File: config.mk
export PLATFORM = sky130hd
export DESIGN_NAME = timer_pool_engine_core_flat
export DESIGN_NICKNAME = d
export VERILOG_FILES = /design/src/rtl/tpe_pkg.sv /design/src/rtl/tpe_if.sv /design/src/rtl/tpe_entry_mem.sv /design/src/rtl/tpe_eval.sv /design/src/rtl/timer_pool_engine_core.sv /design/src/flat_wrapper.sv
export SDC_FILE = /design/constraint.sdc
export NUM_CORES = 2
export LEC_CHECK = 0
export BUFFER_PORTS_ARGS = -buffer_cell sky130_fd_sc_hd__buf_2
export CAP_MARGIN = 20
export CORE_UTILIZATION = 45
export CTS_CLUSTER_SIZE = 28
export DETAILED_ROUTE_END_ITERATION = 12
export GPL_ROUTABILITY_DRIVEN = 0
export HOLD_SLACK_MARGIN = 0.08
export PLACE_DENSITY_LB_ADDON = 0.2
export SLEW_MARGIN = 20
export SYNTH_ARGS = -nofsm -noshare
export SYNTH_HDL_FRONTEND = slang
export SYNTH_SLANG_ARGS = --single-unit
File: constraint.sdc
create_clock -name clk -period 21.8 [get_ports clk]
set_clock_uncertainty 0.05 [all_clocks]
set_input_delay 2.18 -clock clk [delete_from_list [all_inputs] [get_ports clk]]
set_output_delay 2.18 -clock clk [all_outputs]
set_load 0.01 [all_outputs]
File: src/rtl/tpe_pkg.sv
`timescale 1ns / 1ps
`default_nettype none
// Package for the timer pool engine: command, state, event and status codes,
// and the result and memory control types. No dependencies.
package tpe_pkg;

  // field widths fixed by the interface
  localparam int CMD_W   = 3;
  localparam int ID_W    = 5;
  localparam int WORD_W  = 32;
  localparam int CFG_W   = 6;
  localparam int CNT_W   = 6;   // scan counter, holds 0..32

  // commands
  localparam logic [CMD_W-1:0] CMD_ALLOC = 3'd0;
  localparam logic [CMD_W-1:0] CMD_FREE  = 3'd1;
  localparam logic [CMD_W-1:0] CMD_START = 3'd2;
  localparam logic [CMD_W-1:0] CMD_STOP  = 3'd3;
  localparam logic [CMD_W-1:0] CMD_QUERY = 3'd4;
  localparam logic [CMD_W-1:0] CMD_TICK  = 3'd5;

  // entry states
  localparam logic [1:0] ST_FREE     = 2'd0;
  localparam logic [1:0] ST_RESERVED = 2'd1;
  localparam logic [1:0] ST_RUNNING  = 2'd2;

  // event kinds
  localparam logic [1:0] EV_REPLY   = 2'd0;
  localparam logic [1:0] EV_EXPIRE  = 2'd1;
  localparam logic [1:0] EV_SUMMARY = 2'd2;

  // reply status
  localparam logic [1:0] STAT_OK     = 2'd0;
  localparam logic [1:0] STAT_FULL   = 2'd1;
  localparam logic [1:0] STAT_DENIED = 2'd2;
  localparam logic [1:0] STAT_RANGE  = 2'd3;

  localparam logic [CFG_W-1:0] ACTIVE_RESET = 6'd32;

  typedef struct packed {
    logic [1:0]        event_kind;
    logic [ID_W-1:0]   result_id;
    logic [1:0]        status;
    logic [WORD_W-1:0] time_left;
    logic              is_running;
    logic              is_present;
    logic [WORD_W-1:0] next_wait;
    logic              last;
  } result_t;

  // control between the sequencer and the entry memory
  typedef struct packed {
    logic            rd_en;
    logic [ID_W-1:0] rd_addr;
    logic            wr_en;
    logic [ID_W-1:0] wr_addr;
  } mem_ctl_t;

endpackage

`default_nettype wire

File: src/rtl/tpe_if.sv
`timescale 1ns / 1ps
`default_nettype none
// Valid/ready channel interfaces for the timer pool engine command and
// result streams. Field widths follow tpe_pkg.
interface tpe_in_if;
  logic                        valid;
  logic                        ready;
  logic [tpe_pkg::CMD_W-1:0]   cmd;
  logic [tpe_pkg::ID_W-1:0]    timer_id;
  logic [tpe_pkg::WORD_W-1:0]  timeout;
  logic [tpe_pkg::WORD_W-1:0]  elapsed_ticks;

  modport source (output valid, cmd, timer_id, timeout, elapsed_ticks, input ready);
  modport sink   (input valid, cmd, timer_id, timeout, elapsed_ticks, output ready);
endinterface

interface tpe_out_if;
  logic                        valid;
  logic                        ready;
  logic [1:0]                  event_kind;
  logic [tpe_pkg::ID_W-1:0]    result_id;
  logic [1:0]                  status;
  logic [tpe_pkg::WORD_W-1:0]  time_left;
  logic                        is_running;
  logic                        is_present;
  logic [tpe_pkg::WORD_W-1:0]  next_wait;
  logic                        last;

  modport source (output valid, event_kind, result_id, status, time_left, is_running,
                  is_present, next_wait, last, input ready);
  modport sink   (input valid, event_kind, result_id, status, time_left, is_running,
                  is_present, next_wait, last, output ready);
endinterface

`default_nettype wire

File: src/rtl/tpe_entry_mem.sv
`timescale 1ns / 1ps
`default_nettype none
// Timer entry store: one synchronous RAM word per entry {state, fresh, count}
// with a registered read and per-entry valid bits. Uses tpe_pkg.
module tpe_entry_mem #(
  parameter int DEPTH  = 32,
  parameter int DATA_W = 35
) (
  input  wire logic              clk,
  input  wire logic              rst_n,
  input  wire tpe_pkg::mem_ctl_t ctl,
  input  wire logic [DATA_W-1:0] wr_data,
  output logic [DATA_W-1:0]      rd_data
);

  localparam int IDX_W = (DEPTH > 1) ? $clog2(DEPTH) : 1;

  logic [DATA_W-1:0] mem [DEPTH];
  logic [DEPTH-1:0]  vld_r;
  logic [DATA_W-1:0] rd_data_r;
  logic              rd_vld_r;

  // RAM array, no reset
  always_ff @(posedge clk) begin
    if (ctl.wr_en) begin
      mem[ctl.wr_addr[IDX_W-1:0]] <= wr_data;
    end
    if (ctl.rd_en) begin
      rd_data_r <= mem[ctl.rd_addr[IDX_W-1:0]];
    end
  end

  // valid bits: an unwritten entry reads as free with zero count
  always_ff @(posedge clk) begin
    if (!rst_n) begin
      vld_r    <= '0;
      rd_vld_r <= 1'b0;
    end else begin
      if (ctl.wr_en) begin
        vld_r[ctl.wr_addr[IDX_W-1:0]] <= 1'b1;
      end
      if (ctl.rd_en) begin
        rd_vld_r <= vld_r[ctl.rd_addr[IDX_W-1:0]];
      end
    end
  end

  assign rd_data = rd_vld_r ? rd_data_r : '0;

endmodule

`default_nettype wire

File: src/rtl/tpe_eval.sv
`timescale 1ns / 1ps
`default_nettype none
// Per-entry update for one command: next state, fresh flag and count of the
// entry just read, plus write, hit, expiry and status flags. Uses tpe_pkg.
module tpe_eval #(
  parameter int COUNT_WIDTH = 32
) (
  input  wire logic [tpe_pkg::CMD_W-1:0]  cmd,
  input  wire logic [1:0]                 ent_state,
  input  wire logic                       ent_fresh,
  input  wire logic [COUNT_WIDTH-1:0]     ent_count,
  input  wire logic [COUNT_WIDTH-1:0]     tmo,
  input  wire logic [tpe_pkg::WORD_W-1:0] ela,
  output logic [1:0]                      nxt_state,
  output logic                            nxt_fresh,
  output logic [COUNT_WIDTH-1:0]          nxt_count,
  output logic                            wr,
  output logic                            hit,
  output logic                            expire,
  output logic [1:0]                      status
);

  logic due;

  // counter at or below the elapsed ticks
  assign due = (tpe_pkg::WORD_W'(ent_count) <= ela);

  always_comb begin
    nxt_state = ent_state;
    nxt_fresh = ent_fresh;
    nxt_count = ent_count;
    wr        = 1'b0;
    hit       = 1'b0;
    expire    = 1'b0;
    status    = tpe_pkg::STAT_OK;
    case (cmd)
      tpe_pkg::CMD_ALLOC: begin
        if (ent_state == tpe_pkg::ST_FREE) begin
          hit       = 1'b1;
          wr        = 1'b1;
          nxt_state = tpe_pkg::ST_RESERVED;
          nxt_fresh = 1'b0;
          nxt_count = '0;
        end
      end
      tpe_pkg::CMD_FREE: begin
        wr        = 1'b1;
        nxt_state = tpe_pkg::ST_FREE;
        nxt_fresh = 1'b0;
        nxt_count = '0;
      end
      tpe_pkg::CMD_START: begin
        if (ent_state == tpe_pkg::ST_RESERVED) begin
          wr        = 1'b1;
          nxt_state = tpe_pkg::ST_RUNNING;
          nxt_count = tmo;
          nxt_fresh = (tmo != '0);
        end else begin
          status = tpe_pkg::STAT_DENIED;
        end
      end
      tpe_pkg::CMD_STOP: begin
        if (ent_state == tpe_pkg::ST_RUNNING) begin
          wr        = 1'b1;
          nxt_state = tpe_pkg::ST_RESERVED;
        end
      end
      tpe_pkg::CMD_TICK: begin
        // charge running, non-fresh entries; fresh flag always clears
        wr        = 1'b1;
        nxt_fresh = 1'b0;
        if (ent_state == tpe_pkg::ST_RUNNING && !ent_fresh) begin
          if (due) begin
            expire    = 1'b1;
            nxt_state = tpe_pkg::ST_RESERVED;
            nxt_count = '0;
          end else begin
            nxt_count = ent_count - ela[COUNT_WIDTH-1:0];
          end
        end
      end
      default: begin
        // query: read only
      end
    endcase
  end

endmodule

`default_nettype wire

File: src/rtl/timer_pool_engine_core.sv
`timescale 1ns / 1ps
`default_nettype none
// Timer pool engine top level: command sequencer, entry scan and output
// register around tpe_entry_mem and tpe_eval. Uses tpe_pkg and tpe_if.
//
// Usage:
//   in_chan  (sink)   : one command beat (cmd, timer_id, timeout, elapsed_ticks).
//   out_chan (source) : result beats; the final beat of a command has last = 1.
//   cfg_we/cfg_wdata  : writes active_timers; only while the engine is idle.
// One command is in work at a time; in_chan.ready is high only when idle.
// Free, start, stop and query read their entry from the RAM the cycle they
// are accepted and load their reply beat into the output register in the
// next state, once it is free. Unknown commands and out-of-range ids reply
// alike with no RAM read. Tick and allocate scan the entry RAM one entry a
// cycle, with the read of the next entry overlapped with the update of the
// current one: a tick gives one expiry beat per expired entry and a summary
// beat at the end; allocate stops at the first free entry.
// The RAM port (one read, one write per cycle) sets this pace.
// A stalled receiver holds the output register; the scan pauses on the entry
// that needs to emit and resumes when the beat is taken.
// Reset: all entries free and zero (valid bits, no clearing pass), output
// empty, active_timers = 32.
module timer_pool_engine_core #(
  parameter int NUM_TIMERS  = 32,
  parameter int COUNT_WIDTH = 32
) (
  input  wire logic                      clk,
  input  wire logic                      rst_n,
  tpe_in_if.sink                         in_chan,
  tpe_out_if.source                      out_chan,
  input  wire logic                      cfg_we,
  input  wire logic [tpe_pkg::CFG_W-1:0] cfg_wdata
);

  localparam int DEPTH  = (NUM_TIMERS > 32) ? 32 : NUM_TIMERS;
  localparam int DATA_W = COUNT_WIDTH + 3;
  localparam logic [tpe_pkg::WORD_W-1:0] CMAX =
    tpe_pkg::WORD_W'((64'd1 << COUNT_WIDTH) - 64'd1);

  localparam logic [2:0] S_IDLE   = 3'd0;
  localparam logic [2:0] S_ONE    = 3'd1;
  localparam logic [2:0] S_DIRECT = 3'd2;
  localparam logic [2:0] S_SCAN   = 3'd3;
  localparam logic [2:0] S_DONE   = 3'd4;

  logic [2:0]                     state_r, state_nxt;
  logic [tpe_pkg::CFG_W-1:0]      act_r;
  logic [tpe_pkg::CNT_W-1:0]      n_r, n_nxt, pool_n;
  logic [tpe_pkg::CMD_W-1:0]      cmd_r, cmd_nxt;
  logic [tpe_pkg::ID_W-1:0]       id_r, id_nxt;
  logic [COUNT_WIDTH-1:0]         tmo_r, tmo_nxt;
  logic [tpe_pkg::WORD_W-1:0]     ela_r, ela_nxt;
  logic [1:0]                     dstat_r, dstat_nxt;
  logic [tpe_pkg::CNT_W-1:0]      rd_idx_r, rd_idx_nxt;
  logic                           p_vld_r, p_vld_nxt;
  logic [tpe_pkg::ID_W-1:0]       p_idx_r, p_idx_nxt;
  logic [COUNT_WIDTH-1:0]         best_r, best_nxt;
  tpe_pkg::result_t               out_r, out_nxt;
  logic                           out_vld_r, out_vld_nxt;

  tpe_pkg::mem_ctl_t              mem_ctl;
  logic [DATA_W-1:0]              rd_data;
  logic [DATA_W-1:0]              wr_data;

  logic [1:0]                     ev_state;
  logic                           ev_fresh;
  logic [COUNT_WIDTH-1:0]         ev_count;
  logic                           ev_wr, ev_hit, ev_expire;
  logic [1:0]                     ev_status;

  logic                           accept, out_free, emit, advance;

  assign accept   = in_chan.valid && in_chan.ready;
  assign out_free = !out_vld_r || out_chan.ready;
  assign pool_n   = (act_r > tpe_pkg::CNT_W'(DEPTH)) ? tpe_pkg::CNT_W'(DEPTH) : act_r;

  // entry storage
  tpe_entry_mem #(
    .DEPTH  (DEPTH),
    .DATA_W (DATA_W)
  ) u_mem (
    .clk     (clk),
    .rst_n   (rst_n),
    .ctl     (mem_ctl),
    .wr_data (wr_data),
    .rd_data (rd_data)
  );

  // entry update for the word just read
  tpe_eval #(
    .COUNT_WIDTH (COUNT_WIDTH)
  ) u_eval (
    .cmd       (cmd_r),
    .ent_state (rd_data[DATA_W-1 -: 2]),
    .ent_fresh (rd_data[COUNT_WIDTH]),
    .ent_count (rd_data[COUNT_WIDTH-1:0]),
    .tmo       (tmo_r),
    .ela       (ela_r),
    .nxt_state (ev_state),
    .nxt_fresh (ev_fresh),
    .nxt_count (ev_count),
    .wr        (ev_wr),
    .hit       (ev_hit),
    .expire    (ev_expire),
    .status    (ev_status)
  );

  assign wr_data = {ev_state, ev_fresh, ev_count};

  // scan may move on unless the current entry must emit into a full register
  assign advance = !(p_vld_r && ev_expire && !out_free);

  // sequencer
  always_comb begin
    state_nxt  = state_r;
    n_nxt      = n_r;
    cmd_nxt    = cmd_r;
    id_nxt     = id_r;
    tmo_nxt    = tmo_r;
    ela_nxt    = ela_r;
    dstat_nxt  = dstat_r;
    rd_idx_nxt = rd_idx_r;
    p_vld_nxt  = p_vld_r;
    p_idx_nxt  = p_idx_r;
    best_nxt   = best_r;
    emit       = 1'b0;
    out_nxt    = '0;
    mem_ctl    = '0;
    case (state_r)
      S_IDLE: begin
        if (accept) begin
          n_nxt      = pool_n;
          cmd_nxt    = in_chan.cmd;
          id_nxt     = in_chan.timer_id;
          tmo_nxt    = (in_chan.timeout > CMAX) ? CMAX[COUNT_WIDTH-1:0]
                                                : in_chan.timeout[COUNT_WIDTH-1:0];
          ela_nxt    = in_chan.elapsed_ticks;
          rd_idx_nxt = '0;
          p_vld_nxt  = 1'b0;
          best_nxt   = '0;
          if (in_chan.cmd == tpe_pkg::CMD_ALLOC || in_chan.cmd == tpe_pkg::CMD_TICK) begin
            state_nxt = S_SCAN;
          end else if (in_chan.cmd > tpe_pkg::CMD_TICK) begin
            dstat_nxt = tpe_pkg::STAT_DENIED;
            state_nxt = S_DIRECT;
          end else if (tpe_pkg::CNT_W'(in_chan.timer_id) >= pool_n) begin
            dstat_nxt = tpe_pkg::STAT_RANGE;
            state_nxt = S_DIRECT;
          end else begin
            mem_ctl.rd_en   = 1'b1;
            mem_ctl.rd_addr = in_chan.timer_id;
            state_nxt       = S_ONE;
          end
        end
      end
      S_ONE: begin
        if (out_free) begin
          mem_ctl.wr_en   = ev_wr;
          mem_ctl.wr_addr = id_r;
          emit              = 1'b1;
          out_nxt.result_id = id_r;
          out_nxt.status    = ev_status;
          out_nxt.last      = 1'b1;
          if (cmd_r == tpe_pkg::CMD_QUERY) begin
            out_nxt.time_left  = tpe_pkg::WORD_W'(rd_data[COUNT_WIDTH-1:0]);
            out_nxt.is_running = (rd_data[DATA_W-1 -: 2] == tpe_pkg::ST_RUNNING);
            out_nxt.is_present = (rd_data[DATA_W-1 -: 2] != tpe_pkg::ST_FREE);
          end
          state_nxt = S_IDLE;
        end
      end
      S_DIRECT: begin
        if (out_free) begin
          emit              = 1'b1;
          out_nxt.result_id = id_r;
          out_nxt.status    = dstat_r;
          out_nxt.last      = 1'b1;
          state_nxt         = S_IDLE;
        end
      end
      S_SCAN: begin
        if (cmd_r == tpe_pkg::CMD_ALLOC && p_vld_r && ev_hit) begin
          // first free entry: reserve it and finish
          if (out_free) begin
            mem_ctl.wr_en     = 1'b1;
            mem_ctl.wr_addr   = p_idx_r;
            emit              = 1'b1;
            out_nxt.result_id = p_idx_r;
            out_nxt.status    = tpe_pkg::STAT_OK;
            out_nxt.last      = 1'b1;
            state_nxt         = S_IDLE;
          end
        end else if (advance) begin
          // retire the entry in hand (tick only)
          if (p_vld_r && cmd_r == tpe_pkg::CMD_TICK) begin
            mem_ctl.wr_en   = 1'b1;
            mem_ctl.wr_addr = p_idx_r;
            if (ev_expire) begin
              emit               = 1'b1;
              out_nxt.event_kind = tpe_pkg::EV_EXPIRE;
              out_nxt.result_id  = p_idx_r;
            end
            if (ev_state == tpe_pkg::ST_RUNNING &&
                (best_r == '0 || ev_count < best_r)) begin
              best_nxt = ev_count;
            end
          end
          // fetch the next entry
          if (rd_idx_r < n_r) begin
            mem_ctl.rd_en   = 1'b1;
            mem_ctl.rd_addr = rd_idx_r[tpe_pkg::ID_W-1:0];
            p_vld_nxt       = 1'b1;
            p_idx_nxt       = rd_idx_r[tpe_pkg::ID_W-1:0];
            rd_idx_nxt      = rd_idx_r + 1'b1;
          end else begin
            p_vld_nxt = 1'b0;
            state_nxt = S_DONE;
          end
        end
      end
      S_DONE: begin
        if (out_free) begin
          emit         = 1'b1;
          out_nxt.last = 1'b1;
          if (cmd_r == tpe_pkg::CMD_TICK) begin
            out_nxt.event_kind = tpe_pkg::EV_SUMMARY;
            out_nxt.next_wait  = tpe_pkg::WORD_W'(best_r);
          end else begin
            out_nxt.status = tpe_pkg::STAT_FULL;
          end
          state_nxt = S_IDLE;
        end
      end
      default: begin
        state_nxt = S_IDLE;
      end
    endcase
  end

  assign out_vld_nxt = emit ? 1'b1 : (out_chan.ready ? 1'b0 : out_vld_r);

  // control registers
  always_ff @(posedge clk) begin
    if (!rst_n) begin
      state_r   <= S_IDLE;
      act_r     <= tpe_pkg::ACTIVE_RESET;
      p_vld_r   <= 1'b0;
      out_vld_r <= 1'b0;
    end else begin
      state_r   <= state_nxt;
      p_vld_r   <= p_vld_nxt;
      out_vld_r <= out_vld_nxt;
      if (cfg_we) begin
        act_r <= cfg_wdata;
      end
    end
  end

  // command and scan payload
  always_ff @(posedge clk) begin
    n_r      <= n_nxt;
    cmd_r    <= cmd_nxt;
    id_r     <= id_nxt;
    tmo_r    <= tmo_nxt;
    ela_r    <= ela_nxt;
    dstat_r  <= dstat_nxt;
    rd_idx_r <= rd_idx_nxt;
    p_idx_r  <= p_idx_nxt;
    best_r   <= best_nxt;
    if (emit) begin
      out_r <= out_nxt;
    end
  end

  // channel wiring
  assign in_chan.ready       = (state_r == S_IDLE);
  assign out_chan.valid      = out_vld_r;
  assign out_chan.event_kind = out_r.event_kind;
  assign out_chan.result_id  = out_r.result_id;
  assign out_chan.status     = out_r.status;
  assign out_chan.time_left  = out_r.time_left;
  assign out_chan.is_running = out_r.is_running;
  assign out_chan.is_present = out_r.is_present;
  assign out_chan.next_wait  = out_r.next_wait;
  assign out_chan.last       = out_r.last;

`ifndef SYNTHESIS
  // every accepted command takes the engine out of idle in the following cycle
  a_accept_busy: assert property (@(posedge clk) disable iff (!rst_n)
    accept |=> state_r != S_IDLE)
    else $error("accepted command did not leave idle");

  // expiry beats are never the final beat of a tick
  a_expire_not_last: assert property (@(posedge clk) disable iff (!rst_n)
    (out_vld_r && out_r.event_kind == tpe_pkg::EV_EXPIRE) |-> !out_r.last)
    else $error("expiry beat marked last");

  // RAM writes only come from the single-entry or scan states
  a_wr_state: assert property (@(posedge clk) disable iff (!rst_n)
    mem_ctl.wr_en |-> (state_r == S_ONE || state_r == S_SCAN))
    else $error("entry write outside an update state");

  // scan never fetches past the active pool
  a_scan_bound: assert property (@(posedge clk) disable iff (!rst_n)
    (state_r == S_SCAN) |-> (rd_idx_r <= n_r))
    else $error("scan index beyond pool size");
`endif

endmodule

`default_nettype wire
File: src/flat_wrapper.sv
// flat-port wrapper written by rule: the top's interface ports become plain ports
module timer_pool_engine_core_flat 
#(
  parameter int NUM_TIMERS  = 32,
  parameter int COUNT_WIDTH = 32
)
  (clk, rst_n, cfg_we, cfg_wdata, in_chan_valid, in_chan_cmd, in_chan_timer_id, in_chan_timeout, in_chan_elapsed_ticks, in_chan_ready, out_chan_valid, out_chan_event_kind, out_chan_result_id, out_chan_status, out_chan_time_left, out_chan_is_running, out_chan_is_present, out_chan_next_wait, out_chan_last, out_chan_ready);
  tpe_in_if in_chan_i ();
  tpe_out_if out_chan_i ();
  input  wire logic clk;
  input  wire logic rst_n;
  input  wire logic cfg_we;
  input  wire logic [tpe_pkg::CFG_W-1:0] cfg_wdata;
  input wire logic [$bits(in_chan_i.valid)-1:0] in_chan_valid;
  input wire logic [$bits(in_chan_i.cmd)-1:0] in_chan_cmd;
  input wire logic [$bits(in_chan_i.timer_id)-1:0] in_chan_timer_id;
  input wire logic [$bits(in_chan_i.timeout)-1:0] in_chan_timeout;
  input wire logic [$bits(in_chan_i.elapsed_ticks)-1:0] in_chan_elapsed_ticks;
  output wire logic [$bits(in_chan_i.ready)-1:0] in_chan_ready;
  output wire logic [$bits(out_chan_i.valid)-1:0] out_chan_valid;
  output wire logic [$bits(out_chan_i.event_kind)-1:0] out_chan_event_kind;
  output wire logic [$bits(out_chan_i.result_id)-1:0] out_chan_result_id;
  output wire logic [$bits(out_chan_i.status)-1:0] out_chan_status;
  output wire logic [$bits(out_chan_i.time_left)-1:0] out_chan_time_left;
  output wire logic [$bits(out_chan_i.is_running)-1:0] out_chan_is_running;
  output wire logic [$bits(out_chan_i.is_present)-1:0] out_chan_is_present;
  output wire logic [$bits(out_chan_i.next_wait)-1:0] out_chan_next_wait;
  output wire logic [$bits(out_chan_i.last)-1:0] out_chan_last;
  input wire logic [$bits(out_chan_i.ready)-1:0] out_chan_ready;
  assign in_chan_i.valid = in_chan_valid;
  assign in_chan_i.cmd = in_chan_cmd;
  assign in_chan_i.timer_id = in_chan_timer_id;
  assign in_chan_i.timeout = in_chan_timeout;
  assign in_chan_i.elapsed_ticks = in_chan_elapsed_ticks;
  assign in_chan_ready = in_chan_i.ready;
  assign out_chan_valid = out_chan_i.valid;
  assign out_chan_event_kind = out_chan_i.event_kind;
  assign out_chan_result_id = out_chan_i.result_id;
  assign out_chan_status = out_chan_i.status;
  assign out_chan_time_left = out_chan_i.time_left;
  assign out_chan_is_running = out_chan_i.is_running;
  assign out_chan_is_present = out_chan_i.is_present;
  assign out_chan_next_wait = out_chan_i.next_wait;
  assign out_chan_last = out_chan_i.last;
  assign out_chan_i.ready = out_chan_ready;
  timer_pool_engine_core #(.NUM_TIMERS(NUM_TIMERS), .COUNT_WIDTH(COUNT_WIDTH)) u_core (.clk(clk), .rst_n(rst_n), .in_chan(in_chan_i), .out_chan(out_chan_i), .cfg_we(cfg_we), .cfg_wdata(cfg_wdata));
endmodule
======== Word level (Yosys, flattened, before mapping) ========
Memories as Yosys holds them, arrays and structs flattened. A register that Yosys moved wholly into a read port is not among the register bits.
Index checks and enable logic that the tools add are counted.
storage, ports and cells
  bits in registers ....................... 242
  memory bits (writable) .................. 1120
  bits of input ports ..................... 83
  output and inout port bits .............. 78
  memories kept ........................... 1
memories
  memory            depth  width  rd ports  clocked after memory_dff  wr ports  RTL line             source
  u_core.u_mem.mem  32     35     1         1                         1         tpe_entry_mem.sv:18  logic [DATA_W-1:0] mem [DEPTH];
cells by class
  add/sub/neg operators ................... 2
  $lt $le $gt $ge ......................... 10
  equality and inequality tests ........... 21
  mux-type cells .......................... 99
  bitwise logic cells ..................... 4
  reduce and logical (&&, ||, !) cells .... 37
operator list
  kind                                                   count
  two-way mux 32 bit                                     9
  one-hot mux 32 bit (4 select lines)                    1
  two-way mux 6 bit                                      16
  one-hot mux 32 bit (2 select lines)                    1
  two-way mux 41 bit                                     1
  one-hot mux 6 bit (2 select lines)                     3
  two-way mux 35 bit                                     1
  two-way mux 34 bit                                     1
  greater-than comparator 32 bit, second input constant  1
  less-or-equal comparator 32 bit                        1
  zero test 32 bit                                       1
  < comparator 32 bit                                    1
  OR 32 bit                                              1
  nonzero test 32 bit                                    1
  subtractor 32 bit                                      1
  two-way mux 1 bit                                      28
  two-way mux 7 bit                                      4
  two-way mux 2 bit                                      13
  two-way mux 3 bit                                      7
  one-hot mux 5 bit (3 select lines)                     1
  == test 3 x 2 -> 1 bit, second input constant          4
  == test 3 bit, second input constant                   4
  < comparator 5 x 6 -> 1 bit, second input constant     2
  two-way mux 12 bit                                     1
  other kinds (37)                                       69

======== Longest topological paths before layout ========
  depth in word-level cells ............... 15
  mapped depth ............................ 28
  mapped depth without buffers ............ 26

======== Hierarchy ========
From an unflattened synthesis, not the netlist that was laid out.
second synthesis, totals
  cells, all modules ...................... 2876
  area, all modules ....................... 56713.1 µm²
modules (own cells, without submodules)
  module                  instances  cells an instance  area each (µm²)  sequential area each (µm²)
  tpe_entry_mem           1          1820               45008.2          35343.9
  timer_pool_engine_core  1          601                8803.4           6165.9
  tpe_eval                1          455                2901.5           0.0

======== Worst setup path after synthesis ========
No wires, ideal clock.
  kind .................................... register to register
  start ................................... register u_core.u_mem.rd_vld_r
  end ..................................... register u_core.best_r[0], enable pin
  setup time .............................. 0.432 ns
  data arrival time ....................... 7.554 ns
  slack ................................... 13.765 ns
  cell stages (with the launch flop) ...... 24
  buffers on the path ..................... 3
  clock period less this slack ............ 8.035 ns
  cells stage by stage .................... dfxtp_1 -> clkbuf_1 -> clkbuf_1 -> nand2_1 -> inv_1 -> ha_1 -> clkbuf_1 -> a21oi_1 -> o221a_2 -> o21ai_1 -> a221o_1 -> a221oi_2 -> o21ai_1 -> a41oi_1 -> o21ai_0 -> xnor2_1 -> nand2_1 -> a21boi_0 -> ha_1 -> o21a_1 -> o21a_1 -> nor3_1 -> o21ai_0 -> a21oi_1
between the ends
  longest elaborated chain between the ends .. 10
  elaborated cells on any way between the ends .. 35
  classes of those cells .................. add/sub: 1; order compare: 2; eq/ne: 6; mux: 17; reduce/logical: 9
ends and longest elaborated chain
  what                                                                  RTL line                        source
  from (decl)                                                           tpe_entry_mem.sv:21             logic rd_vld_r;
  from (signal assigned)                                                tpe_entry_mem.sv:43             rd_vld_r <= vld_r[ctl.rd_addr[IDX_W-1:0]];
  two-way mux 35 bit (*)                                                tpe_entry_mem.sv:48             assign rd_data = rd_vld_r ? rd_data_r : '0;
  net u_core.rd_data[5]                                                 timer_pool_engine_core.sv:62    logic [DATA_W-1:0] rd_data;
  subtractor 32 bit or less-or-equal comparator 32 bit (tied branches)  tpe_eval.sv:78, tpe_eval.sv:26
  two-way mux 32 bit (*)                                                tpe_eval.sv:73                  if (due) begin
  two-way mux 32 bit (*)                                                tpe_eval.sv:72                  if (ent_state == tpe_pkg::ST_RUNNING && !ent_fresh) begin
  one-hot mux 32 bit (4 select lines) (*)                               tpe_eval.sv:36                  case (cmd)
  net u_core.ev_count[30]                                               timer_pool_engine_core.sv:67    logic [COUNT_WIDTH-1:0] ev_count;
  < comparator 32 bit (*)                                               timer_pool_engine_core.sv:204   (best_r == '0 || ev_count < best_r)) begin
  logical OR 1 bit (*)                                                  timer_pool_engine_core.sv:204
  logical AND 1 bit (*)                                                 timer_pool_engine_core.sv:203   if (ev_state == tpe_pkg::ST_RUNNING &&
  inequality test 2 x 1 -> 1 bit (no line) (*)                          -
  AND reduction 6 bit (no line) (*)                                     -
  to (signal assigned)                                                  timer_pool_engine_core.sv:269   best_r <= best_nxt;
  to (decl)                                                             timer_pool_engine_core.sv:57    logic [COUNT_WIDTH-1:0] best_r, best_nxt;
Mark *: on every way through the listed nets, which the timed path passes. The rest lies on a longest branch.
A chain may end at the register's enable or synchronous reset.

======== Final worst setup path ========
  start ................................... register u_core.u_mem.rd_vld_r
  end ..................................... register u_core.best_r[5], enable pin
between the ends
  longest elaborated chain between the ends .. 10
  elaborated cells on any way between the ends .. 35
  classes of those cells .................. add/sub: 1; order compare: 2; eq/ne: 6; mux: 17; reduce/logical: 9
ends and longest elaborated chain
  what                                      RTL line                       source
  two-way mux 35 bit                        tpe_entry_mem.sv:48
  net u_core.rd_data[31]                    timer_pool_engine_core.sv:62
  less-or-equal comparator 32 bit           tpe_eval.sv:26                 assign due = (tpe_pkg::WORD_W'(ent_count) <= ela);
  two-way mux 32 bit                        tpe_eval.sv:73
  two-way mux 32 bit                        tpe_eval.sv:72
  one-hot mux 32 bit (4 select lines)       tpe_eval.sv:36
  net u_core.ev_count[23]                   timer_pool_engine_core.sv:67
  < comparator 32 bit                       timer_pool_engine_core.sv:204
  logical OR 1 bit                          timer_pool_engine_core.sv:204
  logical AND 1 bit                         timer_pool_engine_core.sv:203
  inequality test 2 x 1 -> 1 bit (no line)  -
  AND reduction 6 bit (no line)             -
The timed path passes the listed nets, and every way through them passes these cells.

==> run summary <==
The total negative slack for setup checks is 0 ps. The number of unique standard cell types used by synthesis is 73, and the total power density per cell area is 94.7 mW/mm². Wire length of the first global-routing pass: 252000 µm. In the synthesized netlist, mux cells make up 0.137% of the area. The count of nets left with antenna violations once routing finished came out at 0. The mean cell area of the mapped netlist works out to 12.7 µm². In this run the clock root is driven by a clkbuf_16. Most repeated cell in the gate-level netlist after synthesis: edfxtp_1. The type of the worst min-delay path is flop to flop. The tool flagged a number of max-cap violations equal to 0. After layout, the worst path uses 36.8% of the clock period. Along the worst path, the maximum fanout reaches 40. The worst hold path cell count is 1. Of the post-synthesis cell area, the dominant cell type holds 69.4%. Using the TritonRoute via totals, the vias-per-cell ratio works out to 5.95.

The iteration count of the initial detailed-routing pass was 6. The tools report the initial antenna violation count as 4. The tools report the pre-CTS setup slack as 13690 ps.

For the quantity of gates resized following cts, the log shows 0. The number of enable flip-flop cells after synthesis is 1353. Summing all non-filler instances in the final layout gives an area of 0.0659 mm². The category of the most critical setup path was flop to flop. After synthesis, the largest family of logic cells by area is simple AND/OR/NAND/NOR gates.

The slowest stage of the critical path belongs to the cell a21oi_4. For the worst setup path, the data arrival time is 8370 ps. Total I/O pin count: 161. The run gives 144 as the number of clock buffers inserted by TritonCTS.

The run gives 51.4% as the end-of-flow core utilization. TritonCTS built the clock tree. By area the synthesized netlist is led by edfxtp_1, nand2_1, nand3_1. Of the synthesized area, sequential elements account for 70.9%.

After Yosys synthesis, and, or, nand and nor cells account for 15.5% of the synthesized area. Most used flip-flop cell after synthesis: edfxtp_1. Row generation in the floorplan step produced 131 rows. For hold timing, the worst endpoint is u_core.u_mem.vld_r[29]. The tools report the detailed router's first-iteration violation count as 4869. The number of nets in the synthesized netlist was 4756. The relative max-transition margin is 25.9%, and the share of async-settable or async-resettable flops after synthesis is 0%. The tools report the placeable core area as 0.128 mm². The tools report the maximum buffer depth of the clock tree as 3. Setup repair after global routing left no endpoint under its margin.

The time the worst path needs with I/O delays and setup came out at 8030 ps. Count of input and output buffers: 160. In this design, the stage delay of the slowest critical-path cell is 920 ps.

For the overflow left after global routing, the log shows 0. Setup violations remaining at the end of the flow were counted as 0. The worst path meets setup with 13770 ps of slack. The tools report the effective utilization at floorplan as 45.6%. Sort of element at the start of the critical path: a flop. The actual slew at the worst max-slew pin works out to 1110 ps.

Across the VDD grid, the largest voltage drop is 0.0675 mV. STA puts the critical path data required time at 22130 ps. In this design, the largest share of critical-path delay is due to compound AO/OA/AOI/OAI gates. The element type at the critical path end is a flop. Global routing consumed, over all layers together, 26.4% of the routing resources.

The final hold violation count is 0. The cell area that synthesis handed to floorplanning was 0.0585 mm². The H-tree was split into 4 levels.

Walking the worst path, the cells encountered are buf_4, and2_1, ha_1, nand4_1, nor4_4, nand4_2, nand2_1, a2bb2oi_2, and2_1, nor2_1, a222oi_1, nor2_2, buf_4, ha_1, a21o_1, a2111oi_0, o211ai_1, o21a_1, nor3_1, o21ai_0, a21oi_4. The design draws 6.24 mW. The number of hold buffers added after CTS was 0.

The total number of clock tree sinks was 1397; the area of the die was 0.132 mm². The tools report the max-slew violation count as 0. Clock-pin slew was measured on the worst setup and hold paths at 60 ps. After detailed routing, the number of remaining DRC violations is 0. The vertical die dimension is 363 µm, and the clock insertion delay at the later pin of the skew report is 790 ps. The total via count in the routed design was 38987; the final wirelength was 176000 µm. The die width is 363 µm.

The flop and latch count out of synthesis was 1397. Static timing analysis puts the maximum clock frequency at 0.125 GHz. Entering global routing, the biggest net connects 162 pins.

The critical register-to-register path endpoint is u_core.best_r[5]. The cell type contributing the most total cell area after synthesis is edfxtp_1. The run finished with clean final reports. The analysis attributes to cell leakage a power of 23.9 nW.

After Yosys synthesis, full adders, half adders and majority gates account for 1.59% of the synthesized area. Sorting the synthesized cells by how often they occur yields edfxtp_1, nand2_1, nand3_1. The count of nets after finishing is 4862, and the instance count of the mapped netlist is 4599. The via count of the first global-routing pass came out at 36244. Once placement finished, the instance area stood at 0.0614 mm². The number of setup buffers added after CTS is 0.

Summing the areas of all compound-gate instances in the mapped netlist gives 8.45% of the synthesized area. Cells with a size suffix above 1 make up 12.2% of the layout. Compared with the post-synthesis result, the final layout area differs by 12.6%. For flop-to-flop paths, the worst setup slack is 13770 ps.

The XOR/XNOR share of the synthesized area is 0.509%, and the buffering stage count on the worst path with inverters included is 2. For this run, the number of Yosys warnings is 0. Counting cells, the worst reg-to-reg path comes to 21. The worst register-to-register path begins at u_core.u_mem.rd_vld_r. The wire-length estimate of the detail-placed layout is 95800 µm. Dividing the detail-routed wire length by the instance count gives 26.8 µm. In this run the most critical hold path is launched from u_core.u_mem.vld_r[29].
## metrics by stage
stage,cells,hold WS [ps]
global placement,6285,396
detailed placement,6285,403
CTS,6545,416
global route,6548,426
finish,6553,413
floorplan,4599,390
## report_power, final
group          switching, mW  internal [mW]
Combinational          0.530          0.212
Clock                   1.04           1.33
Sequential            0.0683           3.06
Total                   1.64           4.60
## cells by family (layout without fill, tap and decap cells)
kind of cell | count (synthesis) | count (layout)
AOI/OAI and AO/OA | 644 | 644
xor gates and xnor gates | 34 | 34
muxes | 8 | 8
adders and majority gates | 74 | 74
other | 0 | 5
and+or+nand+nor | 2046 | 2046
DFF | 1397 | 1397
buffers and inverters | 396 | 616
## state kept, by name, indices dropped and copies added (netlist names), 6 cells and up
name                       cells
u_core.u_mem.mem            1120
u_core.n_r                     6
u_core.act_r                   6
u_core.u_mem.rd_data_r        35
u_core.tmo_r                  32
u_core.out_chan.next_wait     32
u_core.out_chan.time_left     32
u_core.u_mem.vld_r            32
u_core.rd_idx_r                6
u_core.ela_r                  32
u_core.best_r                 32
## per-layer routing
layer,share of wire [%],vias to the layer above,GRT usage (%)
li1,-,17295,-
met1,41,19531,36.3
met2,47,1844,41.7
met3,9.1,317,5.63
met4,3.1,0,8.84
met5,0,-,0
## placed cells by master, fill, tap and decap left out, types with 34 or more instances in the layout
master	instances
nand2_1	1159
nand3_1	436
clkbuf_16	146
a311oi_1	105
o21a_1	40
ha_1	73
a32o_1	35
nor2_1	83
nor2_4	37
a221oi_2	37
a31oi_1	110
clkinv_1	37
dfxtp_1	44
buf_2	160
edfxtp_1	1353
nor4_1	51
a21oi_1	93
o21ai_0	34
and3_1	92
inv_1	97
a211oi_1	41
and2_1	73
buf_4	91
## worst max path at each step
stage	startpoint	to	slack [ps]	cells after the start
6_report	u_core.u_mem.rd_vld_r	u_core.best_r[5]	13770	21
5_1_grt	u_core.u_mem.rd_vld_r	u_core.best_r[5]	13350	25
4_1_cts	u_core.u_mem.rd_vld_r	u_core.u_mem.rd_data_r[22]	13780	18
3_5_place_dp	out_chan_ready	u_core.u_mem.rd_data_r[7]	13690	15
3_3_place_gp	out_chan_ready	u_core.u_mem.rd_data_r[4]	13850	15
2_1_floorplan	u_core.u_mem.rd_vld_r	u_core.best_r[0]	13760	23
## final cells by class
class	instances	area [µm²]
clock buffer	171	3780
clock inverter	89	694
multi-input combinational	2806	15800
antenna	5	12.5
timing repair buffer	257	1610
tap	1729	2160
inverter	99	373
fill	10917	62400
sequential	1397	41500
No activity file was read; power rests on OpenSTA's default activity.
